<file path="src/bcd_pkg.sv">
package bcd_pkg;

  // Field and storage widths
  localparam int ID_W        = 11;
  localparam int BYTE_W      = 8;
  localparam int FRAME_BYTES = 8;
  localparam int QTY_W       = 4;
  localparam int VALUE_W     = 21;
  localparam int GEN_W       = 2;
  localparam int VOLT_W      = 10;
  localparam int RES_MAX     = 4;
  localparam int RES_IDX_W   = 2;
  localparam int RES_CNT_W   = 3;
  localparam int DIV_N_W     = 21;
  localparam int DIV_D_W     = 10;

  // Frame identifiers
  localparam logic [ID_W-1:0] ID_PACK_STATUS = 11'h1DB;
  localparam logic [ID_W-1:0] ID_PACK_LIMITS = 11'h1DC;
  localparam logic [ID_W-1:0] ID_PACK_SOC    = 11'h55B;
  localparam logic [ID_W-1:0] ID_TEMP_FIRST  = 11'h5BC;
  localparam logic [ID_W-1:0] ID_TEMP_SECOND = 11'h5C0;
  localparam logic [ID_W-1:0] ID_GEN_SECOND  = 11'h59E;
  localparam logic [ID_W-1:0] ID_GEN_THIRD_A = 11'h1C2;
  localparam logic [ID_W-1:0] ID_GEN_THIRD_B = 11'h1ED;

  // Arithmetic constants
  localparam logic [BYTE_W-1:0]  CRC_POLY    = 8'h85;
  localparam logic [VALUE_W-1:0] VALUE_MAX   = 21'd1046529;
  localparam int                 CUR_POS_MAX = 1023;
  localparam int                 CUR_WRAP    = 2047;
  localparam int                 PRE_MIN     = 400;
  localparam int                 PRE_OFFSET  = 40;
  localparam int                 LPV_LIMIT   = 900;
  localparam int                 TEMP_OFFSET = 40;
  localparam int                 AMPS_SCALE  = 2000;

  typedef enum logic [QTY_W-1:0] {
    Q_CRC_ERR   = 4'd0,
    Q_CURRENT   = 4'd1,
    Q_VOLTAGE   = 4'd2,
    Q_PRECHARGE = 4'd3,
    Q_POWER     = 4'd4,
    Q_CHG_AMPS  = 4'd5,
    Q_CHG_KW    = 4'd6,
    Q_DIS_KW    = 4'd7,
    Q_SOC       = 4'd8,
    Q_ISO       = 4'd9,
    Q_TEMP      = 4'd10
  } quantity_e;

  typedef enum logic [GEN_W-1:0] {
    GEN_FIRST  = 2'd0,
    GEN_SECOND = 2'd1,
    GEN_THIRD  = 2'd2
  } gen_e;

  typedef enum logic [2:0] {
    ST_IDLE,
    ST_CRC,
    ST_DIV,
    ST_BUILD,
    ST_EMIT
  } state_e;

  typedef struct packed {
    logic busy;
    logic done;
  } unit_sts_t;

  typedef struct packed {
    quantity_e                  qty;
    logic signed [VALUE_W-1:0]  value;
  } result_t;

endpackage

</file>
<file path="src/bcd_frame_if.sv">
interface bcd_frame_if;
  logic                          valid;
  logic                          ready;
  logic [bcd_pkg::ID_W-1:0]      can_id;
  logic [bcd_pkg::BYTE_W-1:0]    data_byte_0;
  logic [bcd_pkg::BYTE_W-1:0]    data_byte_1;
  logic [bcd_pkg::BYTE_W-1:0]    data_byte_2;
  logic [bcd_pkg::BYTE_W-1:0]    data_byte_3;
  logic [bcd_pkg::BYTE_W-1:0]    data_byte_4;
  logic [bcd_pkg::BYTE_W-1:0]    data_byte_5;
  logic [bcd_pkg::BYTE_W-1:0]    data_byte_6;
  logic [bcd_pkg::BYTE_W-1:0]    data_byte_7;

  modport source (
    output valid, can_id, data_byte_0, data_byte_1, data_byte_2, data_byte_3,
           data_byte_4, data_byte_5, data_byte_6, data_byte_7,
    input  ready
  );

  modport sink (
    input  valid, can_id, data_byte_0, data_byte_1, data_byte_2, data_byte_3,
           data_byte_4, data_byte_5, data_byte_6, data_byte_7,
    output ready
  );
endinterface

</file>
<file path="src/bcd_result_if.sv">
interface bcd_result_if;
  logic                               valid;
  logic                               ready;
  logic [bcd_pkg::QTY_W-1:0]          quantity;
  logic signed [bcd_pkg::VALUE_W-1:0] value;
  logic                               last;

  modport source (
    output valid, quantity, value, last,
    input  ready
  );

  modport sink (
    input  valid, quantity, value, last,
    output ready
  );
endinterface

</file>
<file path="src/bcd_crc_unit.sv">
module bcd_crc_unit (
  input  logic                       clk_i,
  input  logic                       rst_ni,
  input  logic                       start_i,
  input  logic [bcd_pkg::BYTE_W-1:0] data_i [bcd_pkg::FRAME_BYTES],
  output logic [bcd_pkg::BYTE_W-1:0] crc_o,
  output bcd_pkg::unit_sts_t         sts_o
);
  import bcd_pkg::*;

  localparam int CNT_W = $clog2(FRAME_BYTES);

  logic [CNT_W-1:0]  cnt_q;
  logic              busy_q;
  logic              done_q;
  logic [BYTE_W-1:0] crc_q, crc_d;
  logic [BYTE_W-1:0] feed;
  logic              last_step;

  // Shift one byte through the CRC, MSB first
  function automatic logic [BYTE_W-1:0] crc_byte(input logic [BYTE_W-1:0] crc,
                                                 input logic [BYTE_W-1:0] din);
    logic [BYTE_W-1:0] c;
    logic              top;
    c = crc;
    for (int i = BYTE_W - 1; i >= 0; i--) begin
      top = c[BYTE_W-1];
      c   = {c[BYTE_W-2:0], din[i]};
      if (top) begin
        c = c ^ CRC_POLY;
      end
    end
    return c;
  endfunction

  // The final step feeds a zero byte in place of the check byte
  assign last_step = (cnt_q == CNT_W'(FRAME_BYTES - 1));
  assign feed      = last_step ? '0 : data_i[cnt_q];
  assign crc_d     = crc_byte(crc_q, feed);

  // Advance one byte per cycle
  always_ff @(posedge clk_i or negedge rst_ni) begin
    if (!rst_ni) begin
      busy_q <= 1'b0;
      done_q <= 1'b0;
      cnt_q  <= '0;
      crc_q  <= '0;
    end else if (start_i) begin
      busy_q <= 1'b1;
      done_q <= 1'b0;
      cnt_q  <= '0;
      crc_q  <= '0;
    end else if (busy_q) begin
      crc_q <= crc_d;
      cnt_q <= cnt_q + 1'b1;
      if (last_step) begin
        busy_q <= 1'b0;
        done_q <= 1'b1;
      end
    end else begin
      done_q <= 1'b0;
    end
  end

  assign crc_o      = crc_q;
  assign sts_o.busy = busy_q;
  assign sts_o.done = done_q;

endmodule

</file>
<file path="src/bcd_div_unit.sv">
module bcd_div_unit (
  input  logic                        clk_i,
  input  logic                        rst_ni,
  input  logic                        start_i,
  input  logic [bcd_pkg::DIV_N_W-1:0] dividend_i,
  input  logic [bcd_pkg::DIV_D_W-1:0] divisor_i,
  output logic [bcd_pkg::DIV_N_W-1:0] quotient_o,
  output bcd_pkg::unit_sts_t          sts_o
);
  import bcd_pkg::*;

  localparam int CNT_W = $clog2(DIV_N_W);

  logic [CNT_W-1:0]   cnt_q;
  logic               busy_q;
  logic               done_q;
  logic [DIV_N_W-1:0] quo_q;
  logic [DIV_D_W-1:0] rem_q;
  logic [DIV_D_W-1:0] dsr_q;
  logic [DIV_D_W:0]   partial;
  logic [DIV_D_W:0]   diff;
  logic               fits;
  logic               last_step;

  // Restoring step: bring down one dividend bit, subtract if it fits
  assign partial   = {rem_q, quo_q[DIV_N_W-1]};
  assign fits      = (partial >= {1'b0, dsr_q});
  assign diff      = partial - {1'b0, dsr_q};
  assign last_step = (cnt_q == CNT_W'(DIV_N_W - 1));

  always_ff @(posedge clk_i or negedge rst_ni) begin
    if (!rst_ni) begin
      busy_q <= 1'b0;
      done_q <= 1'b0;
      cnt_q  <= '0;
    end else if (start_i) begin
      busy_q <= 1'b1;
      done_q <= 1'b0;
      cnt_q  <= '0;
    end else if (busy_q) begin
      cnt_q <= cnt_q + 1'b1;
      if (last_step) begin
        busy_q <= 1'b0;
        done_q <= 1'b1;
      end
    end else begin
      done_q <= 1'b0;
    end
  end

  // Hold the datapath; load on start, shift while busy
  always_ff @(posedge clk_i) begin
    if (start_i) begin
      quo_q <= dividend_i;
      rem_q <= '0;
      dsr_q <= divisor_i;
    end else if (busy_q) begin
      quo_q <= {quo_q[DIV_N_W-2:0], fits};
      rem_q <= fits ? diff[DIV_D_W-1:0] : partial[DIV_D_W-1:0];
    end
  end

  assign quotient_o = quo_q;
  assign sts_o.busy = busy_q;
  assign sts_o.done = done_q;

endmodule

</file>
<file path="src/bms_can_frame_decoder.sv">
// Battery-pack CAN frame decoder.
// frame_i takes one CAN frame (11-bit identifier, eight payload bytes) per
// request; result_o gives zero to four results per frame, each a quantity
// code and a signed 21-bit fixed-point value, with last set on the final one.
// cfg_we_i/cfg_wdata_i write the shunt-present bit; write it while idle.
// One frame is worked on at a time; frame_i.ready is high only when idle.
// On the way from request to first result a frame passes these states:
//   identifiers not checked    build, then emit, or idle if no result
//   checked, no division       CRC (byte-serial unit, 8 steps), build, emit
//   limits frame, division     CRC, bit-serial divider (21 steps), build, emit
// A checked frame with no result goes from build back to idle. Each further
// result of the same frame is given once the one before it has been taken.
// A stalled result holds on result_o until taken; the next frame is taken
// once the last result of the current one has gone.
// Reset clears the shunt bit, the pack generation (first) and the last pack
// voltage (zero) and returns to idle.
module bms_can_frame_decoder (
  input  logic  clk_i,
  input  logic  rst_ni,
  input  logic  cfg_we_i,
  input  logic  cfg_wdata_i,
  bcd_frame_if.sink    frame_i,
  bcd_result_if.source result_o
);
  import bcd_pkg::*;

  state_e state_q, state_d;

  logic [ID_W-1:0]      id_q;
  logic [BYTE_W-1:0]    byte_q [FRAME_BYTES];
  gen_e                 gen_q;
  logic [VOLT_W-1:0]    lpv_q;
  logic                 shunt_q;
  result_t              res_q [RES_MAX];
  logic [RES_CNT_W-1:0] cnt_q;
  logic [RES_IDX_W-1:0] idx_q;

  logic [BYTE_W-1:0]    crc_val;
  unit_sts_t            crc_sts;
  unit_sts_t            div_sts;
  logic [DIV_N_W-1:0]   quotient;
  logic [DIV_N_W-1:0]   dividend;
  logic                 crc_start;
  logic                 div_start;
  logic                 frame_acc;
  logic                 result_acc;
  logic                 emit_last;
  logic                 in_checked;
  logic                 id_checked;
  logic                 crc_ok;
  logic                 need_div;

  result_t              build_res [RES_MAX];
  logic [RES_CNT_W-1:0] build_cnt;

  // Decoded fields
  logic [10:0]          cur_raw;
  logic signed [11:0]   cur_s;
  logic [VOLT_W-1:0]    udc;
  logic signed [22:0]   power_full;
  logic [7:0]           chg_kw;
  logic [9:0]           lim;
  logic [VALUE_W-1:0]   amps;

  function automatic logic is_checked(input logic [ID_W-1:0] id);
    return (id == ID_PACK_STATUS) || (id == ID_PACK_LIMITS) || (id == ID_PACK_SOC);
  endfunction

  assign frame_acc  = frame_i.valid && frame_i.ready;
  assign result_acc = result_o.valid && result_o.ready;
  assign in_checked = is_checked(frame_i.can_id);
  assign id_checked = is_checked(id_q);
  assign crc_ok     = (crc_val == byte_q[FRAME_BYTES-1]);
  assign need_div   = crc_ok && (id_q == ID_PACK_LIMITS) && (lpv_q != '0);
  assign emit_last  = ((RES_CNT_W'(idx_q) + 1'b1) == cnt_q);

  // Shared serial units
  bcd_crc_unit u_crc (
    .clk_i   (clk_i),
    .rst_ni  (rst_ni),
    .start_i (crc_start),
    .data_i  (byte_q),
    .crc_o   (crc_val),
    .sts_o   (crc_sts)
  );

  assign lim      = {byte_q[2][3:0], byte_q[3][7:2]};
  assign dividend = DIV_N_W'(lim) * DIV_N_W'(AMPS_SCALE);

  bcd_div_unit u_div (
    .clk_i      (clk_i),
    .rst_ni     (rst_ni),
    .start_i    (div_start),
    .dividend_i (dividend),
    .divisor_i  (lpv_q),
    .quotient_o (quotient),
    .sts_o      (div_sts)
  );

  // Next state
  always_comb begin
    state_d = state_q;
    unique case (state_q)
      ST_IDLE: begin
        if (frame_i.valid) begin
          state_d = in_checked ? ST_CRC : ST_BUILD;
        end
      end
      ST_CRC: begin
        if (crc_sts.done) begin
          state_d = need_div ? ST_DIV : ST_BUILD;
        end
      end
      ST_DIV: begin
        if (div_sts.done) begin
          state_d = ST_BUILD;
        end
      end
      ST_BUILD: begin
        state_d = (build_cnt == '0) ? ST_IDLE : ST_EMIT;
      end
      ST_EMIT: begin
        if (result_o.ready && emit_last) begin
          state_d = ST_IDLE;
        end
      end
      default: state_d = ST_IDLE;
    endcase
  end

  // State outputs
  always_comb begin
    frame_i.ready   = (state_q == ST_IDLE);
    result_o.valid  = (state_q == ST_EMIT);
    crc_start       = frame_acc && in_checked;
    div_start       = (state_q == ST_CRC) && crc_sts.done && need_div;
    result_o.quantity = res_q[idx_q].qty;
    result_o.value    = res_q[idx_q].value;
    result_o.last     = emit_last;
  end

  // Field extraction and arithmetic
  assign cur_raw    = {byte_q[0], byte_q[1][7:5]};
  assign cur_s      = (cur_raw > 11'(CUR_POS_MAX)) ?
                      ($signed({1'b0, cur_raw}) - 12'sd2047) : $signed({1'b0, cur_raw});
  assign udc        = {byte_q[2], byte_q[3][7:6]};
  assign power_full = $signed({1'b0, udc}) * cur_s;
  assign chg_kw     = {byte_q[1][5:0], byte_q[2][7:6]};
  assign amps       = ((lpv_q == '0) || (quotient >= VALUE_MAX)) ? VALUE_MAX : quotient;

  // Build the result list of the frame
  always_comb begin
    for (int i = 0; i < RES_MAX; i++) begin
      build_res[i].qty   = Q_CRC_ERR;
      build_res[i].value = '0;
    end
    build_cnt = '0;
    if (id_checked && !crc_ok) begin
      build_cnt = RES_CNT_W'(1);
    end else begin
      unique case (id_q)
        ID_PACK_STATUS: begin
          if (!shunt_q) begin
            build_res[0].qty   = Q_CURRENT;
            build_res[0].value = VALUE_W'(cur_s);
            build_res[1].qty   = Q_VOLTAGE;
            build_res[1].value = VALUE_W'(udc);
            if (udc > VOLT_W'(PRE_MIN)) begin
              build_res[2].qty   = Q_PRECHARGE;
              build_res[2].value = VALUE_W'(udc) - VALUE_W'(PRE_OFFSET);
              build_res[3].qty   = Q_POWER;
              build_res[3].value = power_full[VALUE_W-1:0];
              build_cnt          = RES_CNT_W'(4);
            end else begin
              build_res[2].qty   = Q_POWER;
              build_res[2].value = power_full[VALUE_W-1:0];
              build_cnt          = RES_CNT_W'(3);
            end
          end
        end
        ID_PACK_LIMITS: begin
          build_res[0].qty   = Q_CHG_AMPS;
          build_res[0].value = amps;
          build_res[1].qty   = Q_CHG_KW;
          build_res[1].value = VALUE_W'(chg_kw);
          build_res[2].qty   = Q_DIS_KW;
          build_res[2].value = VALUE_W'(byte_q[0]);
          build_cnt          = RES_CNT_W'(3);
        end
        ID_PACK_SOC: begin
          if (!shunt_q) begin
            build_res[0].qty   = Q_SOC;
            build_res[0].value = VALUE_W'({byte_q[0], byte_q[1][7:6]});
            build_res[1].qty   = Q_ISO;
            build_res[1].value = VALUE_W'({byte_q[4], byte_q[5][7:6]});
            build_cnt          = RES_CNT_W'(2);
          end else begin
            build_res[0].qty   = Q_ISO;
            build_res[0].value = VALUE_W'({byte_q[4], byte_q[5][7:6]});
            build_cnt          = RES_CNT_W'(1);
          end
        end
        ID_TEMP_FIRST: begin
          if (gen_q == GEN_FIRST) begin
            build_res[0].qty   = Q_TEMP;
            build_res[0].value = VALUE_W'(byte_q[3]) - VALUE_W'(TEMP_OFFSET);
            build_cnt          = RES_CNT_W'(1);
          end
        end
        ID_TEMP_SECOND: begin
          if ((gen_q == GEN_SECOND) && (byte_q[0][7:6] == 2'b01)) begin
            build_res[0].qty   = Q_TEMP;
            build_res[0].value = VALUE_W'(byte_q[2][7:1]) - VALUE_W'(TEMP_OFFSET);
            build_cnt          = RES_CNT_W'(1);
          end
        end
        default: build_cnt = '0;
      endcase
    end
  end

  // Control registers
  always_ff @(posedge clk_i or negedge rst_ni) begin
    if (!rst_ni) begin
      state_q <= ST_IDLE;
      gen_q   <= GEN_FIRST;
      lpv_q   <= '0;
      shunt_q <= 1'b0;
      cnt_q   <= '0;
      idx_q   <= '0;
    end else begin
      state_q <= state_d;
      if (cfg_we_i) begin
        shunt_q <= cfg_wdata_i;
      end
      // Update pack state on a good frame
      if (state_q == ST_BUILD) begin
        cnt_q <= build_cnt;
        idx_q <= '0;
        if ((id_q == ID_PACK_STATUS) && crc_ok && !shunt_q && (udc < VOLT_W'(LPV_LIMIT))) begin
          lpv_q <= udc;
        end
        if (id_q == ID_GEN_SECOND) begin
          if (gen_q != GEN_THIRD) begin
            gen_q <= GEN_SECOND;
          end
        end else if ((id_q == ID_GEN_THIRD_A) || (id_q == ID_GEN_THIRD_B)) begin
          gen_q <= GEN_THIRD;
        end
      end else if (result_acc && !emit_last) begin
        idx_q <= idx_q + 1'b1;
      end
    end
  end

  // Frame and result payload
  always_ff @(posedge clk_i) begin
    if (frame_acc) begin
      id_q      <= frame_i.can_id;
      byte_q[0] <= frame_i.data_byte_0;
      byte_q[1] <= frame_i.data_byte_1;
      byte_q[2] <= frame_i.data_byte_2;
      byte_q[3] <= frame_i.data_byte_3;
      byte_q[4] <= frame_i.data_byte_4;
      byte_q[5] <= frame_i.data_byte_5;
      byte_q[6] <= frame_i.data_byte_6;
      byte_q[7] <= frame_i.data_byte_7;
    end
    if (state_q == ST_BUILD) begin
      res_q <= build_res;
    end
  end

`ifndef SYNTHESIS
  a_crc_in_crc_state: assert property (@(posedge clk_i) disable iff (!rst_ni)
    crc_sts.busy |-> (state_q == ST_CRC))
    else $error("crc unit busy outside crc state");

  a_div_in_div_state: assert property (@(posedge clk_i) disable iff (!rst_ni)
    div_sts.busy |-> (state_q == ST_DIV))
    else $error("divider busy outside divide state");

  a_emit_idx_range: assert property (@(posedge clk_i) disable iff (!rst_ni)
    (state_q == ST_EMIT) |-> (RES_CNT_W'(idx_q) < cnt_q))
    else $error("result index beyond result count");

  a_ready_after_last: assert property (@(posedge clk_i) disable iff (!rst_ni)
    (result_acc && result_o.last) |=> frame_i.ready)
    else $error("not ready after last result of a frame");
`endif

endmodule

</file>
<file path="src/flat_wrapper.sv">
// flat-port wrapper written by rule: the top's interface ports become plain ports
module bms_can_frame_decoder_flat import bcd_pkg::*;
  (clk_i, rst_ni, cfg_we_i, cfg_wdata_i, frame_i_valid, frame_i_can_id, frame_i_data_byte_0, frame_i_data_byte_1, frame_i_data_byte_2, frame_i_data_byte_3, frame_i_data_byte_4, frame_i_data_byte_5, frame_i_data_byte_6, frame_i_data_byte_7, frame_i_ready, result_o_valid, result_o_quantity, result_o_value, result_o_last, result_o_ready);
  bcd_frame_if frame_i_i ();
  bcd_result_if result_o_i ();
  input  logic clk_i;
  input  logic rst_ni;
  input  logic cfg_we_i;
  input  logic cfg_wdata_i;
  input wire logic [$bits(frame_i_i.valid)-1:0] frame_i_valid;
  input wire logic [$bits(frame_i_i.can_id)-1:0] frame_i_can_id;
  input wire logic [$bits(frame_i_i.data_byte_0)-1:0] frame_i_data_byte_0;
  input wire logic [$bits(frame_i_i.data_byte_1)-1:0] frame_i_data_byte_1;
  input wire logic [$bits(frame_i_i.data_byte_2)-1:0] frame_i_data_byte_2;
  input wire logic [$bits(frame_i_i.data_byte_3)-1:0] frame_i_data_byte_3;
  input wire logic [$bits(frame_i_i.data_byte_4)-1:0] frame_i_data_byte_4;
  input wire logic [$bits(frame_i_i.data_byte_5)-1:0] frame_i_data_byte_5;
  input wire logic [$bits(frame_i_i.data_byte_6)-1:0] frame_i_data_byte_6;
  input wire logic [$bits(frame_i_i.data_byte_7)-1:0] frame_i_data_byte_7;
  output wire logic [$bits(frame_i_i.ready)-1:0] frame_i_ready;
  output wire logic [$bits(result_o_i.valid)-1:0] result_o_valid;
  output wire logic [$bits(result_o_i.quantity)-1:0] result_o_quantity;
  output wire logic [$bits(result_o_i.value)-1:0] result_o_value;
  output wire logic [$bits(result_o_i.last)-1:0] result_o_last;
  input wire logic [$bits(result_o_i.ready)-1:0] result_o_ready;
  assign frame_i_i.valid = frame_i_valid;
  assign frame_i_i.can_id = frame_i_can_id;
  assign frame_i_i.data_byte_0 = frame_i_data_byte_0;
  assign frame_i_i.data_byte_1 = frame_i_data_byte_1;
  assign frame_i_i.data_byte_2 = frame_i_data_byte_2;
  assign frame_i_i.data_byte_3 = frame_i_data_byte_3;
  assign frame_i_i.data_byte_4 = frame_i_data_byte_4;
  assign frame_i_i.data_byte_5 = frame_i_data_byte_5;
  assign frame_i_i.data_byte_6 = frame_i_data_byte_6;
  assign frame_i_i.data_byte_7 = frame_i_data_byte_7;
  assign frame_i_ready = frame_i_i.ready;
  assign result_o_valid = result_o_i.valid;
  assign result_o_quantity = result_o_i.quantity;
  assign result_o_value = result_o_i.value;
  assign result_o_last = result_o_i.last;
  assign result_o_i.ready = result_o_ready;
  bms_can_frame_decoder u_core (.clk_i(clk_i), .rst_ni(rst_ni), .cfg_we_i(cfg_we_i), .cfg_wdata_i(cfg_wdata_i), .frame_i(frame_i_i), .result_o(result_o_i));
endmodule
</file>
<file path="config.mk">
export PLATFORM = sky130hd
export DESIGN_NAME = bms_can_frame_decoder_flat
export DESIGN_NICKNAME = d
export VERILOG_FILES = /design/src/bcd_pkg.sv /design/src/bcd_frame_if.sv /design/src/bcd_result_if.sv /design/src/bcd_crc_unit.sv /design/src/bcd_div_unit.sv /design/src/bms_can_frame_decoder.sv /design/src/flat_wrapper.sv
export SDC_FILE = /design/constraint.sdc
export NUM_CORES = 1
export LEC_CHECK = 0
export BUFFER_PORTS_ARGS = -buffer_cell sky130_fd_sc_hd__buf_2
export CORE_MARGIN = 2
export CORE_UTILIZATION = 45
export CTS_CLUSTER_SIZE = 24
export DETAILED_ROUTE_END_ITERATION = 8
export HOLD_SLACK_MARGIN = 0.15
export PLACE_DENSITY = 0.62
export SLEW_MARGIN = 25
export SYNTH_ARGS = -nofsm -noshare
export SYNTH_HDL_FRONTEND = slang
export SYNTH_SLANG_ARGS = --single-unit
</file>
<file path="constraint.sdc">
create_clock -name clk_i -period 7.9 [get_ports clk_i]
set_input_delay 1.58 -clock clk_i [delete_from_list [all_inputs] [get_ports clk_i]]
set_output_delay 1.58 -clock clk_i [all_outputs]
set_load 0.005 [all_outputs]
</file>
# [Word level (Yosys, flattened, before mapping)]
# Index checks and enable logic that the tools add are counted.
[word_totals] ff_bits=257 inputBits=81 out_inout_bits=28
[op_classes] addsub=9 multipliers=2 order_cmp=7 eq_ne=29 n_mux=68 bitwise=12 reduce_logical=37
[ops] op="$mux 25" n=5
[ops] op="$pmux 25 s5" n=1
[ops] op="$mux 8" n=13
[ops] op="$mux 97" n=1
[ops] op="$pmux 25 s3" n=1
[ops] op="$eq 11x9->1 const B" n=6
[ops] op="$mux 21" n=3
[ops] op="$eq 11x11->1 const B" n=5
[ops] op="$bmux 25 s2" n=1
[ops] op="$pmux 25 s2" n=1
[ops] op="$mux 24" n=2
[ops] op="$mux 3" n=10
[ops] op="$pmux 3 s5" n=2
[ops] op="$bmux 8 s3" n=1
[ops] op="$not 3->3" n=8
[ops] op="$mux 22" n=1
[ops] op="$ge 21x20->1 const B" n=1
[ops] op="$mul 11x12->21" n=1
[ops] op="$mul 10x7->17 const B" n=1
[ops] op="$mux 1" n=15
[ops] op="$logic_and 1x1->1" n=14
[ops] op="$mux 2" n=7
[ops] op="$mux 12" n=1
[ops] op="$ne 2x2->1 const B" n=6
[ops] op="40 further kinds" n=57

# [Depth between registers and ports, before layout]
# Gate-level depths: netlist (run 1).
[depth] depth_word=23 ltp_mapped=26

# [Modules after synthesis]
# Synthesis (run 1) repeated with hierarchy kept, for this count alone.
[hier_totals] hier_cells=1720 area_unflattened_um2=18784.3
[modules_own_cells] module="bms_can_frame_decoder" n_inst=1 cells_each=1392 area_per_inst_um2=14950.6 seq_area_each_um2=5270.1
[modules_own_cells] module="bcd_div_unit" n_inst=1 cells_each=206 area_per_inst_um2=2499.9 seq_area_each_um2=1306.3
[modules_own_cells] module="bcd_crc_unit" n_inst=1 cells_each=122 area_per_inst_um2=1333.8 seq_area_each_um2=325.3

# [Worst setup path before layout (run 1)]
# Ideal clock, no wire load.
[synth_path] path_kind="register -> register" start="reg u_core.byte_q[59] in the netlist's numbering" end="reg u_core.res_q[20] in the netlist's numbering (data pin)" t_arrival_ns=5.892 t_required_ns=7.641 path_slack_ns=1.749 stages_incl_launch_ff=24 n_path_buf=2 synth_period_minus_slack_ns=6.151 path_cell_list="edfxtp_1 clkbuf_1 and4_1 a41oi_1 nand2b_1 xnor2_1 clkbuf_1 nand2_1 fa_1 inv_1 fa_1 fa_1 fa_1 inv_1 fa_1 inv_1 ha_1 a21o_1 a21o_1 a31oi_1 a31oi_1 a221oi_1 xnor2_1 nor2_1"
[synth_between] elab_chain_len=3
[synth_lines] element="from (decl)" line="bms_can_frame_decoder.sv:30" source="logic [BYTE_W-1:0] byte_q [FRAME_BYTES];"
[synth_lines] element="$sub 11x11->12 / $gt 11x10->1 (equally long branches)" line="bms_can_frame_decoder.sv:145, bms_can_frame_decoder.sv:144"
[synth_lines] element="$mux 12 (*)" line="bms_can_frame_decoder.sv:144" source="assign cur_s = (cur_raw > 11'(CUR_POS_MAX)) ?"
[synth_lines] element="$mul 11x12->21 (*)" line="bms_can_frame_decoder.sv:147" source="assign power_full = $signed({1'b0, udc}) * cur_s;"
[synth_lines] element="to (signal assigned)" line="bms_can_frame_decoder.sv:270" source="res_q <= build_res;"
[synth_lines] element="to (decl)" line="bms_can_frame_decoder.sv:34" source="result_t res_q [RES_MAX];"
# Every way passes the cells marked *; elsewhere a longest branch is shown, timed or not.
# A chain may end at the register's enable or synchronous reset.

# [Worst setup path after layout (run 1)]
[layout_path] start="reg u_core.byte_q[53] in the netlist's numbering" end="reg u_core.res_q[45] in the netlist's numbering (data pin)"
[layout_between] elab_chain_len=6
[layout_lines] element="$sub 11x11->12 / $gt 11x10->1 (equally long branches)" line="bms_can_frame_decoder.sv:145, bms_can_frame_decoder.sv:144"
[layout_lines] element="$mux 12 (*)" line="bms_can_frame_decoder.sv:144"
[layout_lines] element="$mul 11x12->21 (*)" line="bms_can_frame_decoder.sv:147"
[layout_lines] element="$mux 24 (*)" line="bms_can_frame_decoder.sv:168" source="if (udc > VOLT_W'(PRE_MIN)) begin"
[layout_lines] element="$mux 97 (*)" line="bms_can_frame_decoder.sv:163" source="if (!shunt_q) begin"
[layout_lines] element="$pmux 25 s2 (*)" line="bms_can_frame_decoder.sv:161" source="unique case (id_q)"
# Marks and branches as above.

==> results of run 1 <==
==> critical path, delay by kind of cell, from the launching register on <==
| kind | cells | cell delay, ns |
|---|---|---|
| xor+xnor | 1 | 0.19 |
| simple gates | 5 | 0.69 |
| buf+inv | 4 | 0.21 |
| compound gates | 7 | 1.70 |
| flops | 1 | 0.50 |
| fa+ha+maj | 7 | 3.14 |
==> Yosys cell counts (41+ instances only) <==
| cell | count |
|---|---|
| sky130_fd_sc_hd__edfxtp_1 | 185 |
| sky130_fd_sc_hd__inv_1 | 203 |
| sky130_fd_sc_hd__xnor2_1 | 65 |
| sky130_fd_sc_hd__clkbuf_1 | 57 |
| sky130_fd_sc_hd__o21ai_0 | 77 |
| sky130_fd_sc_hd__mux2i_1 | 50 |
| sky130_fd_sc_hd__nor2_1 | 119 |
| sky130_fd_sc_hd__nand2_1 | 157 |
| sky130_fd_sc_hd__ha_1 | 117 |
| sky130_fd_sc_hd__fa_1 | 136 |
| sky130_fd_sc_hd__dfrtp_1 | 41 |
| sky130_fd_sc_hd__and2_1 | 56 |
| sky130_fd_sc_hd__a21oi_1 | 68 |
==> stage by stage <==
stage | utilization [%] | area [sq um] | setup WS (ns) | power [uW] | hold slack, ns
floorplan | - | 18230 | 1.749 | 5922 | 0.4431
global placement | 48.45 | 19290 | 1.306 | 7330 | 0.4605
detailed placement | 48.45 | 19300 | 1.213 | 7437 | 0.4667
CTS | 50.70 | 20190 | 1.186 | 8751 | 0.4802
global route | 50.72 | 20200 | 0.8102 | 9595 | 0.4951
finish | 50.72 | 20200 | 1.194 | 8707 | 0.4732
==> cell type report <==
class                   instances  share of cell area, %
inverters                     204                  3.797
well taps                     525                  3.252
clock buffers                  36                  3.661
multi-input cells            1175                  50.83
repair buffers                135                  3.711
flip-flops and latches        240                  33.98
clock inverters                14                 0.7681
==> logic make-up after synthesis <==
group	Yosys count	share of synthesized area, %
XOR/XNOR	105	5.120
AO/OA/AOI/OAI	251	8.559
AND/OR/NAND/NOR	476	12.77
flip-flops	240	37.64
adder cells (fa/ha/maj)	253	22.96
buffers and inverters	286	6.067
multiplexers	90	6.884
==> power by group through the flow <==
stage	Combinational [uW]	Sequential, uW	Clock, uW
6_report	5800	1630	1280
5_1_grt	6600	1650	1340
4_1_cts	5820	1630	1290
3_5_place_dp	5780	1660	0
3_3_place_gp	5680	1650	0
2_1_floorplan	4340	1580	0
==> flip-flops by register name (all words and copies together) (netlist names), 5 cells and up <==
signal	cells
u_core.res_q	83
u_core.lpv_q	10
u_core.u_div.quotient_o	21
u_core.id_q	11
u_core.u_div.dsr_q	10
u_core.byte_q	64
u_core.u_crc.crc_o	8
u_core.u_div.rem_q	10
u_core.u_div.cnt_q	5
==> worst paths after layout <==
path,startpoint,to,slack (ns)
setup / recovery,u_core.byte_q[53],u_core.res_q[45],1.19
hold reg to reg,u_core.lpv_q[5],u_core.u_div.dsr_q[5],0.47
min in group asynchronous,rst_ni,u_core.u_crc.crc_o[1],1.01
setup reg to reg,u_core.byte_q[53],u_core.res_q[45],1.19
hold / removal,u_core.lpv_q[5],u_core.u_div.dsr_q[5],0.47
max in group asynchronous,rst_ni,u_core.lpv_q[6],6.47
==> metal layers <==
layer / wire length (um) / vias up / track usage (%)
met5: 0 / - / 0
met4: 1678 / 0 / 7.271
met3: 3823 / 87 / 4.134
met2: 21290 / 496 / 37.05
met1: 20870 / 6293 / 33.34
li1: - / 6003 / -
==> reports/metrics.json, run 1 <==
{
  "outcome": {
    "run_status": "finished, final reports clean"
  },
  "detailed_routing": {
    "wire_per_inst_um": 20.46,
    "ant_nets": 0,
    "num_vias": 12880,
    "count_of_routing_violations_after_the_opening_detailed_route_iteration": 1192,
    "drt-pass1-iter-count": 8,
    "detail_route.vias_per_cell": 5.530,
    "drt_drc_violations_left": 0,
    "totalWireLength_um": 47660
  },
  "pwr": {
    "power_frac_clock_pct": 14.7,
    "power_per_cell_area_mw_per_mm2": 431.1,
    "power_switching_share_pct": 47.09,
    "leakage_uw": 0.008414,
    "power.sequential.fraction_pct": 18.7,
    "worst_ir_drop_vdd_mv": 0.4456,
    "part_of_the_total_power_dissipated_in_combinational_logic_pct": 66.6,
    "p_int_uw": 4607,
    "power.switching_uw": 4100
  },
  "logic_synthesis": {
    "synth_area_leaders": "sky130_fd_sc_hd__edfxtp_1 30%, sky130_fd_sc_hd__fa_1 15%, sky130_fd_sc_hd__ha_1 8.0%, sky130_fd_sc_hd__dfrtp_1 5.6%, sky130_fd_sc_hd__inv_1 4.2%",
    "synth-seq-area-share_pct": 37.64,
    "synthFlopType": "sky130_fd_sc_hd__edfxtp_1",
    "synth_seq_cells": 240,
    "synth.avg_cell_area_sq_um": 10.72,
    "synth_area_sq_mm": 0.01823,
    "yosysWarnings": 0,
    "post_synth_inst_count": 1701,
    "synth_cell_type_count": 77,
    "asyncSetResetFlopFracSynth_pct": 17.08,
    "post-synth-top-area-cell": "sky130_fd_sc_hd__edfxtp_1",
    "number_of_enable_flip_flop_cells_after_synthesis": 185,
    "synthesis.nets": 2035,
    "synth_top_area_share_pct": 30.47
  },
  "floorplanning": {
    "core-area_sq_mm": 0.03982,
    "placementRows": 73,
    "die_width_um": 205.3,
    "design.portCount": 109,
    "die_h_um": 205.3,
    "dieArea_sq_mm": 0.04214,
    "initial_util_pct": 45.78
  },
  "setup_path": {
    "required_time_of_the_critical_path_ns": 8.17,
    "crit_path_frequent_cell": "sky130_fd_sc_hd__fa_1",
    "start_kind": "flip-flop",
    "cpPeakStageDelay_ns": 0.54,
    "timing.critical_path.cells": "ha_1 > nand2_1 > o21ai_0 > nand2b_1 > nand4_1 > a21o_1 > and2_1 > fa_1 > inv_1 > fa_1 > inv_1 > fa_1 > fa_1 > inv_1 > fa_1 > inv_1 > ha_1 > a21o_1 > a21o_1 > a31oi_1 > a31oi_1 > a221oi_1 > xnor2_1 > nor2_1",
    "cp-end-kind": "flip-flop",
    "ff2ff_path_depth": 24,
    "critical_path_class": "flip-flop to flip-flop",
    "standard_cell_with_the_maximum_stage_delay_on_the_critical_path": "sky130_fd_sc_hd__fa_1",
    "worst-path-max-fanout": 11,
    "cp.arrival_ns": 6.97
  },
  "sta": {
    "finClkSkew_ns": 0.02252,
    "timing.final.crit_period_ns": 6.706,
    "timing.max_slew.rel_slack_pct": 38.23,
    "final-setup-viol-count": 0,
    "final-max-slew-violation-count": 0,
    "finalSetupTns_ns": 0,
    "tightest_slew_ns": 0.9266,
    "final_min_period_over_clock_period_pct": 84.88,
    "rsz0062_at_grt": "no",
    "fmax_mhz": 149.1,
    "finalHoldViolations": 0
  },
  "grt": {
    "vias_in_the_first_global_route": 13460,
    "global_route.usage.total_pct": 23.55,
    "wire_length_of_the_first_global_routing_pass_um": 76490,
    "grt_antenna_before_repair": 0,
    "maximum_number_of_pins_on_one_net_before_global_route_repair": 85,
    "globalRouteOverflowTotal": 0
  },
  "clock_network": {
    "clkLatencyLatePin_ns": 0.55,
    "ctsLongestPathBuffers": 3,
    "cts_tree": "done",
    "clk_transition_reported_paths_ns": 0.06,
    "hold_buffers": 0,
    "post_cts_resize_count": 0,
    "cts-htree-levels": 1,
    "clockRootBuffer": "sky130_fd_sc_hd__clkbuf_16",
    "cts.repair_timing.setup_buffer_count": 0,
    "clock_sink_total": 240,
    "cts_buffers": 27
  },
  "hold_path": {
    "path_category_of_the_worst_min_delay_check": "flip-flop to flip-flop",
    "min_delay_path_depth": 0
  },
  "final_layout": {
    "drive_above_1_share_pct": 13.19,
    "finish.cell_count_without_fillers": 2329,
    "antennaDiodeCount": 0,
    "commonest_non_fill_non_tap_cell_in_the_layout": "sky130_fd_sc_hd__inv_1",
    "nets": 2117,
    "sequential_cell_area_sq_mm": 0.006863,
    "filler_cell_count": 3617,
    "multi_input_comb_area_sq_mm": 0.01027,
    "area_growth_pct": 10.80,
    "final_cell_mix": "201 x sky130_fd_sc_hd__inv_1, 185 x sky130_fd_sc_hd__edfxtp_1, 157 x sky130_fd_sc_hd__nand2_1"
  },
  "placement": {
    "hpwlAfterDp_um": 36210,
    "port-buffer-count": 108,
    "final_weighted_congestion_in_routability_driven_placement": 0.9201,
    "post-place-cells": 2279
  },
  "flow_run": {
    "maximum_capacitance_violations": 0
  }
}
(Power assumes the default switching activity.)
==> inputs of run 2 (changes only) <==
==> constraint.sdc (replaced) <==
create_clock -name clk_i -period 6.9 [get_ports clk_i]
set_input_delay 1.38 -clock clk_i [delete_from_list [all_inputs] [get_ports clk_i]]
set_output_delay 1.38 -clock clk_i [all_outputs]
set_load 0.005 [all_outputs]
==> reports/metrics.json, run 2 (synthesis results as in run 1) <==
{
  "outcome": {
    "run_status": "finished, final reports clean"
  },
  "hold_path": {
    "min_delay_path_depth": {"value": 0, "change": "unchanged"},
    "min_to": "u_core.u_div.dsr_q[5]",
    "path_category_of_the_worst_min_delay_check": "flip-flop to flip-flop",
    "hold_path.startpoint": "u_core.lpv_q[5]"
  },
  "detailed_routing": {
    "detail_route.vias_per_cell": {"value": 5.592, "change": "+1.1%"},
    "drt_drc_violations_left": {"value": 0, "change": "unchanged"},
    "ant_nets": {"value": 0, "change": "unchanged"},
    "totalWireLength": {"value": 48590, "unit": "um", "change": "+1.9%"},
    "wire_per_inst": {"value": 20.81, "unit": "um", "change": "+1.7%"},
    "num_vias": {"value": 13060, "change": "+1.4%"},
    "count_of_routing_violations_after_the_opening_detailed_route_iteration": {"value": 1081, "change": "-9.3%"},
    "drt-pass1-iter-count": {"value": 6, "change": "-2"}
  },
  "final_layout": {
    "largest_register_ff_count": {"value": 83, "change": "unchanged"},
    "commonest_non_fill_non_tap_cell_in_the_layout": "sky130_fd_sc_hd__inv_1",
    "drive_above_1_share": {"value": 13.98, "unit": "%", "change": "+0.78 points"},
    "final_cell_mix": "201 x sky130_fd_sc_hd__inv_1, 185 x sky130_fd_sc_hd__edfxtp_1, 157 x sky130_fd_sc_hd__nand2_1",
    "area_growth_pct": 11.44,
    "final_util": {"value": 51.01, "unit": "%", "change": "+0.30 points"},
    "top_register": "u_core.res_q",
    "antennaDiodeCount": {"value": 0, "change": "unchanged"},
    "final_design_area_no_fill": {"value": 0.02032, "unit": "sq mm", "change": "+0.58%"},
    "nets": {"value": 2124, "change": "+0.33%"}
  },
  "sta": {
    "timing.max_slew.rel_slack": {"value": 37.80, "unit": "%", "change": "-0.43 points"},
    "final_min_period_over_clock_period": {"value": 94.85, "unit": "%", "change": "+10 points"},
    "timing.final.crit_period": {"value": 6.544, "unit": "ns", "change": "-0.1612 ns"},
    "tightest_slew": {"value": 0.9331, "unit": "ns", "change": "+0.006511 ns"},
    "fmax": {"value": 152.8, "unit": "MHz", "change": "+2.5%"},
    "finalHoldViolations": {"value": 0, "change": "unchanged"},
    "finalWorstSetupSlack": {"value": 0.3556, "unit": "ns", "change": "-0.8388 ns"},
    "final-max-slew-violation-count": {"value": 0, "change": "unchanged"},
    "finalSetupTns": {"value": 0, "unit": "ns", "change": "unchanged"},
    "final-setup-viol-count": {"value": 0, "change": "unchanged"},
    "finClkSkew": {"value": 0.02629, "unit": "ns", "change": "+0.003764 ns"}
  },
  "setup_path": {
    "crit_path_frequent_cell": "sky130_fd_sc_hd__fa_1",
    "cp.arrival": {"value": 6.83, "unit": "ns", "change": "-0.14 ns"},
    "worst_r2r_startpoint": "u_core.byte_q[54]",
    "worst-path-max-fanout": {"value": 11, "change": "unchanged"},
    "start_kind": "flip-flop",
    "ff2ff_path_depth": {"value": 24, "change": "unchanged"},
    "reg2reg_setup_slack": {"value": 0.36, "unit": "ns", "change": "-0.84 ns"},
    "cp-end-kind": "flip-flop",
    "required_time_of_the_critical_path": {"value": 7.18, "unit": "ns", "change": "-0.99 ns"},
    "cpPeakStageDelay": {"value": 0.54, "unit": "ns", "change": "about the same"},
    "critical_path_class": "flip-flop to flip-flop",
    "standard_cell_with_the_maximum_stage_delay_on_the_critical_path": "sky130_fd_sc_hd__fa_1",
    "timing.critical_path.cells": "ha_1 > nand2_1 > o21ai_0 > nand2b_1 > nand4_1 > a21o_1 > and2_1 > fa_1 > inv_1 > fa_1 > inv_1 > fa_1 > fa_1 > inv_1 > fa_1 > inv_1 > ha_1 > a21o_1 > a21o_1 > a31oi_1 > a31oi_1 > a221oi_1 > xnor2_1 > nor2_1",
    "regToRegEndpoint": "u_core.res_q[45]"
  },
  "placement": {
    "place_area": {"value": 0.01933, "unit": "sq mm", "change": "+0.19%"},
    "final_weighted_congestion_in_routability_driven_placement": {"value": 0.9036, "change": "-1.8%"},
    "place_worst_setup_slack": {"value": 0.03705, "unit": "ns", "change": "-1.176 ns"},
    "port-buffer-count": {"value": 108, "change": "unchanged"},
    "hpwlAfterDp": {"value": 36990, "unit": "um", "change": "+2.2%"}
  },
  "pwr": {
    "power.sequential.fraction": {"value": 19.0, "unit": "%", "change": "+0.3 points"},
    "power_switching_share": {"value": 46.54, "unit": "%", "change": "-0.55 points"},
    "finalPower": {"value": 9914, "unit": "uW", "change": "+14%"},
    "worst_ir_drop_vdd": {"value": 0.4969, "unit": "mV", "change": "+12%"},
    "part_of_the_total_power_dissipated_in_combinational_logic": {"value": 66.0, "unit": "%", "change": "-0.6 points"},
    "p_int": {"value": 5300, "unit": "uW", "change": "+15%"},
    "power_per_cell_area": {"value": 488.0, "unit": "mW/mm^2", "change": "+13%"},
    "leakage": {"value": 0.008504, "unit": "uW", "change": "+1.1%"},
    "power_frac_clock": {"value": 15.0, "unit": "%", "change": "+0.3 points"},
    "power.switching": {"value": 4614, "unit": "uW", "change": "+13%"}
  },
  "clock_network": {
    "cts_tree": "done",
    "clkLatencyLatePin": {"value": 0.57, "unit": "ns", "change": "+0.02 ns"},
    "clk_transition_reported_paths": {"value": 0.06, "unit": "ns", "change": "about the same"},
    "cts-htree-levels": {"value": 1, "change": "unchanged"},
    "cts_buffers": {"value": 26, "change": "-3.7%"},
    "clock_sink_total": {"value": 240, "change": "unchanged"},
    "ctsLongestPathBuffers": {"value": 3, "change": "unchanged"},
    "clockRootBuffer": "sky130_fd_sc_hd__clkbuf_16"
  },
  "grt": {
    "global_route.usage.total": {"value": 23.84, "unit": "%", "change": "+0.29 points"},
    "maximum_number_of_pins_on_one_net_before_global_route_repair": {"value": 84, "change": "-1.2%"},
    "wire_length_of_the_first_global_routing_pass": {"value": 77290, "unit": "um", "change": "+1.0%"},
    "grt_antenna_before_repair": {"value": 0, "change": "unchanged"},
    "globalRouteOverflowTotal": {"value": 0, "change": "unchanged"},
    "vias_in_the_first_global_route": {"value": 13320, "change": "-1.0%"}
  },
  "floorplanning": {
    "core-area": {"value": 0.03982, "unit": "sq mm", "change": "unchanged"},
    "die_h": {"value": 205.3, "unit": "um", "change": "unchanged"},
    "design.portCount": {"value": 109, "change": "unchanged"},
    "die_width": {"value": 205.3, "unit": "um", "change": "unchanged"},
    "placementRows": {"value": 73, "change": "unchanged"},
    "initial_util": {"value": 45.78, "unit": "%", "change": "unchanged"},
    "dieArea": {"value": 0.04214, "unit": "sq mm", "change": "unchanged"}
  },
  "flow_run": {
    "maximum_capacitance_violations": {"value": 0, "change": "unchanged"}
  }
}
run 2: final cells by class:
| class | count | area (sq um) |
|---|---|---|
| fill | 3605 | 19510 |
| tap | 525 | 656.9 |
| timing repair buffer | 143 | 809.5 |
| sequential | 240 | 6863 |
| clock buffer | 29 | 671.9 |
| inverter | 204 | 767.0 |
| clock inverter | 19 | 245.2 |
| multi-input combinational | 1175 | 10300 |
run 2: worst max-delay path, delay by kind of cell (launching register included):
kind	cells	cell delay, ns
AOI/OAI and AO/OA	7	1.62
DFF	1	0.47
and+or+nand+nor	5	0.69
xor gates and xnor gates	1	0.18
buffers and inverters	4	0.21
adders and majority gates	7	3.11
run 2: timing repair:
| item | 4_1_cts | 5_1_grt |
|---|---|---|
| endpoints found under the hold margin | 0 | 0 |
| setup endpoints to repair | 0 | 16 |
| resized for setup | 0 | 5 |
| setup buffers | 0 | 3 |
| hold buffers | 0 | 0 |
run 2: worst max-delay path by stage:
stage                                 start          endpoint  slack, ns
final                     u_core.byte_q[54]  u_core.res_q[45]       0.36
after global routing      u_core.byte_q[54]  u_core.res_q[45]      -0.02
after CTS                 u_core.byte_q[53]  u_core.res_q[45]       0.03
after detailed placement  u_core.byte_q[53]  u_core.res_q[45]       0.04
after global placement    u_core.byte_q[53]  u_core.res_q[45]       0.19
after floorplan           u_core.byte_q[59]  u_core.res_q[20]       0.75
run 2: power by group through the flow:
stage | logic, uW | clock network [uW] | registers [uW]
floorplan | 4970 | 0 | 1810
global placement | 6410 | 0 | 1910
detailed placement | 6520 | 0 | 1910
CTS | 6570 | 1510 | 1880
global route | 7460 | 1570 | 1900
finish | 6550 | 1480 | 1880
run 2: routing by layer:
metal	vias to the layer above	track usage [%]	wire length [um]
li1	6022	-	-
met1	6459	34.60	21710
met2	486	37.44	21900
met3	91	3.358	3432
met4	0	6.783	1541
met5	-	0	0
run 2: through the flow:
step	cells	hold slack [ns]
CTS	2332	0.4795
floorplan	1701	0.4431
global route	2335	0.5028
detailed placement	2284	0.4659
finish	2335	0.4824
global placement	2284	0.4567
==> inputs of run 3 (changes only) <==
--- a/config.mk
+++ b/config.mk
@@ -6,12 +6,13 @@
 export NUM_CORES = 1
 export LEC_CHECK = 0
 export BUFFER_PORTS_ARGS = -buffer_cell sky130_fd_sc_hd__buf_2
+export CAP_MARGIN = 20
 export CORE_MARGIN = 2
-export CORE_UTILIZATION = 45
+export CORE_UTILIZATION = 60
 export CTS_CLUSTER_SIZE = 24
 export DETAILED_ROUTE_END_ITERATION = 8
 export HOLD_SLACK_MARGIN = 0.15
-export PLACE_DENSITY = 0.62
+export PLACE_DENSITY = 0.84
 export SLEW_MARGIN = 25
 export SYNTH_ARGS = -nofsm -noshare
 export SYNTH_HDL_FRONTEND = slang
==> reports/metrics.json, run 3 (synthesis results as in run 1) <==
{
  "grt": {
    "wire_length_of_the_first_global_routing_pass": {"value": 75110, "unit": "um", "change": "-2.8%"},
    "grt_antenna_before_repair": {"value": 0, "change": "unchanged"},
    "maximum_number_of_pins_on_one_net_before_global_route_repair": {"value": 59, "change": "-30%"},
    "vias_in_the_first_global_route": {"value": 14030, "change": "+5.4%"},
    "global_route.usage.total": {"value": 30.92, "unit": "%", "change": "+7.1 points"},
    "globalRouteOverflowTotal": {"value": 0, "change": "unchanged"}
  },
  "floorplanning": {
    "initial_util": {"value": 61.18, "unit": "%", "change": "+15 points"},
    "design.portCount": {"value": 109, "change": "unchanged"},
    "placementRows": {"value": 63, "change": "-14%"},
    "die_width": {"value": 178.3, "unit": "um", "change": "-13%"},
    "die_h": {"value": 178.3, "unit": "um", "change": "-13%"},
    "core-area": {"value": 0.02980, "unit": "sq mm", "change": "-25%"},
    "dieArea": {"value": 0.03179, "unit": "sq mm", "change": "-25%"}
  },
  "clock_network": {
    "ctsLongestPathBuffers": {"value": 3, "change": "unchanged"},
    "clock_sink_total": {"value": 240, "change": "unchanged"},
    "cts_tree": "done",
    "hold_buffers": {"value": 0, "change": "unchanged"},
    "cts_buffers": {"value": 26, "change": "unchanged"},
    "clockRootBuffer": "sky130_fd_sc_hd__clkbuf_16",
    "clkLatencyLatePin": {"value": 0.54, "unit": "ns", "change": "-0.03 ns"},
    "cts-htree-levels": {"value": 1, "change": "unchanged"},
    "clk_transition_reported_paths": {"value": 0.06, "unit": "ns", "change": "about the same"}
  },
  "hold_path": {
    "hold_path.startpoint": "u_core.lpv_q[7]",
    "min_to": "u_core.u_div.dsr_q[7]",
    "min_delay_path_depth": {"value": 0, "change": "unchanged"},
    "path_category_of_the_worst_min_delay_check": "flip-flop to flip-flop"
  },
  "sta": {
    "finalHoldWorstSlack": {"value": 0.4754, "unit": "ns", "change": "-0.006987 ns"},
    "final_min_period_over_clock_period": {"value": 95.18, "unit": "%", "change": "+0.33 points"},
    "final-setup-viol-count": {"value": 0, "change": "unchanged"},
    "fmax": {"value": 152.3, "unit": "MHz", "change": "-0.35%"},
    "finalHoldViolations": {"value": 0, "change": "unchanged"},
    "timing.max_slew.rel_slack": {"value": 33.36, "unit": "%", "change": "-4.4 points"},
    "rsz0062_at_grt": "no",
    "finClkSkew": {"value": 0.01583, "unit": "ns", "change": "-0.01045 ns"},
    "final-max-slew-violation-count": {"value": 0, "change": "unchanged"},
    "timing.final.crit_period": {"value": 6.567, "unit": "ns", "change": "+0.02303 ns"},
    "finalSetupTns": {"value": 0, "unit": "ns", "change": "unchanged"},
    "tightest_slew": {"value": 0.9996, "unit": "ns", "change": "+0.06658 ns"}
  },
  "pwr": {
    "leakage": {"value": 0.008480, "unit": "uW", "change": "-0.28%"},
    "finalPower": {"value": 9983, "unit": "uW", "change": "+0.70%"},
    "worst_ir_drop_vdd": {"value": 0.4913, "unit": "mV", "change": "-1.1%"},
    "power_per_cell_area": {"value": 496.9, "unit": "mW/mm^2", "change": "+1.8%"}
  },
  "final_layout": {
    "top_register": "u_core.res_q",
    "final_util": {"value": 67.42, "unit": "%", "change": "+16 points"},
    "final_cell_mix": "201 x sky130_fd_sc_hd__inv_1, 185 x sky130_fd_sc_hd__edfxtp_1, 157 x sky130_fd_sc_hd__nand2_1",
    "area_growth_pct": 10.20,
    "antennaDiodeCount": {"value": 0, "change": "unchanged"},
    "nets": {"value": 2119, "change": "-0.24%"},
    "commonest_non_fill_non_tap_cell_in_the_layout": "sky130_fd_sc_hd__inv_1",
    "largest_register_ff_count": {"value": 83, "change": "unchanged"},
    "drive_above_1_share": {"value": 13.80, "unit": "%", "change": "-0.18 points"}
  },
  "setup_path": {
    "cp.arrival": {"value": 6.83, "unit": "ns", "change": "about the same"},
    "cp-end-kind": "flip-flop",
    "start_kind": "flip-flop",
    "ff2ff_path_depth": {"value": 24, "change": "unchanged"},
    "worst_r2r_startpoint": "u_core.byte_q[53]",
    "critical_path_class": "flip-flop to flip-flop",
    "regToRegEndpoint": "u_core.res_q[45]",
    "reg2reg_setup_slack": {"value": 0.33, "unit": "ns", "change": "-0.02 ns"},
    "required_time_of_the_critical_path": {"value": 7.16, "unit": "ns", "change": "-0.02 ns"},
    "worst-path-max-fanout": {"value": 11, "change": "unchanged"}
  },
  "detailed_routing": {
    "detail_route.vias_per_cell": {"value": 6.154, "change": "+10%"},
    "drt_drc_violations_left": {"value": 0, "change": "unchanged"},
    "totalWireLength": {"value": 47380, "unit": "um", "change": "-2.5%"},
    "ant_nets": {"value": 0, "change": "unchanged"},
    "drt-pass1-iter-count": {"value": 9, "change": "+3"},
    "num_vias": {"value": 13510, "change": "+3.4%"},
    "wire_per_inst": {"value": 21.59, "unit": "um", "change": "+3.7%"},
    "count_of_routing_violations_after_the_opening_detailed_route_iteration": {"value": 1620, "change": "+50%"}
  },
  "placement": {
    "hpwlAfterDp": {"value": 35990, "unit": "um", "change": "-2.7%"},
    "final_weighted_congestion_in_routability_driven_placement": {"value": 1.013, "change": "+12%"},
    "port-buffer-count": {"value": 108, "change": "unchanged"}
  },
  "flow_run": {
    "maximum_capacitance_violations": {"value": 0, "change": "unchanged"}
  },
  "outcome": {
    "run_status": "finished, final reports clean"
  }
}
[run 3: worst max-delay path by stage]
| stage | startpoint | to | slack, ns |
|---|---|---|---|
| floorplan | u_core.byte_q[59] | u_core.res_q[20] | 0.75 |
| global placement | u_core.byte_q[53] | u_core.res_q[45] | 0.32 |
| detailed placement | u_core.byte_q[53] | u_core.res_q[45] | 0.09 |
| CTS | u_core.byte_q[53] | u_core.res_q[45] | 0.05 |
| global route | u_core.byte_q[53] | u_core.res_q[18] | 0.04 |
| finish | u_core.byte_q[53] | u_core.res_q[45] | 0.33 |
[run 3: final cells by class]
cell class	instances	area, sq um
Multi-Input combinational cell	1175	10320
Fill cell	2165	9707
Sequential cell	240	6862
Timing Repair Buffer	138	768.2
Inverter	204	767.0
Clock buffer	31	700.7
Tap cell	390	488.0
Clock inverter	17	187.7
[run 3: routing by layer]
| metal | GRT usage (%) | part of all wire [%] |
|---|---|---|
| met1 | 39.66 | 38 |
| met2 | 49.56 | 46 |
| met3 | 7.864 | 11 |
| met4 | 14.57 | 5.4 |
| met5 | 0 | 0 |
[run 3: where the power goes]
| group | internal (uW) | switching [uW] | total [uW] | leakage (uW) |
|---|---|---|---|---|
| sequential | 1710 | 158 | 1870 | 0.00238 |
| clock | 844 | 597 | 1440 | 0.000421 |
| combinational | 2760 | 3910 | 6680 | 0.00568 |
| total | 5320 | 4670 | 9980 | 0.00848 |
[run 3: critical path, cell delays in order (launching register included)]
cell and delay, ns:
sky130_fd_sc_hd__edfxtp_1 0.51, sky130_fd_sc_hd__ha_1 0.29, sky130_fd_sc_hd__nand2_1 0.13, sky130_fd_sc_hd__o21ai_0 0.10
sky130_fd_sc_hd__nand2b_1 0.18, sky130_fd_sc_hd__nand4_1 0.12, sky130_fd_sc_hd__a21o_2 0.36, sky130_fd_sc_hd__and2_1 0.22
sky130_fd_sc_hd__fa_1 0.48, sky130_fd_sc_hd__inv_1 0.05, sky130_fd_sc_hd__fa_1 0.48, sky130_fd_sc_hd__inv_1 0.06
sky130_fd_sc_hd__fa_1 0.51, sky130_fd_sc_hd__fa_1 0.54, sky130_fd_sc_hd__inv_1 0.05, sky130_fd_sc_hd__fa_1 0.52
sky130_fd_sc_hd__inv_1 0.04, sky130_fd_sc_hd__ha_1 0.35, sky130_fd_sc_hd__a21o_1 0.18, sky130_fd_sc_hd__a21o_1 0.17
sky130_fd_sc_hd__a31oi_1 0.22, sky130_fd_sc_hd__a31oi_1 0.15, sky130_fd_sc_hd__a221oi_1 0.31, sky130_fd_sc_hd__xnor2_1 0.19
sky130_fd_sc_hd__nor2_1 0.07
[run 3: timing repair]
action                                  CTS  global route
setup buffers                             0             1
endpoints found under the setup margin    0            17
gates resized for setup                   0             6
[run 3: stage by stage]
step / instance area (sq um) / worst slack [ns] / std cells
global placement: 19140 / 0.3194 / 2146
global route: 20090 / 0.04372 / 2195
floorplan: 18230 / 0.7487 / 1701
finish: 20090 / 0.3326 / 2195
detailed placement: 19150 / 0.08973 / 2146
CTS: 20040 / 0.05227 / 2194
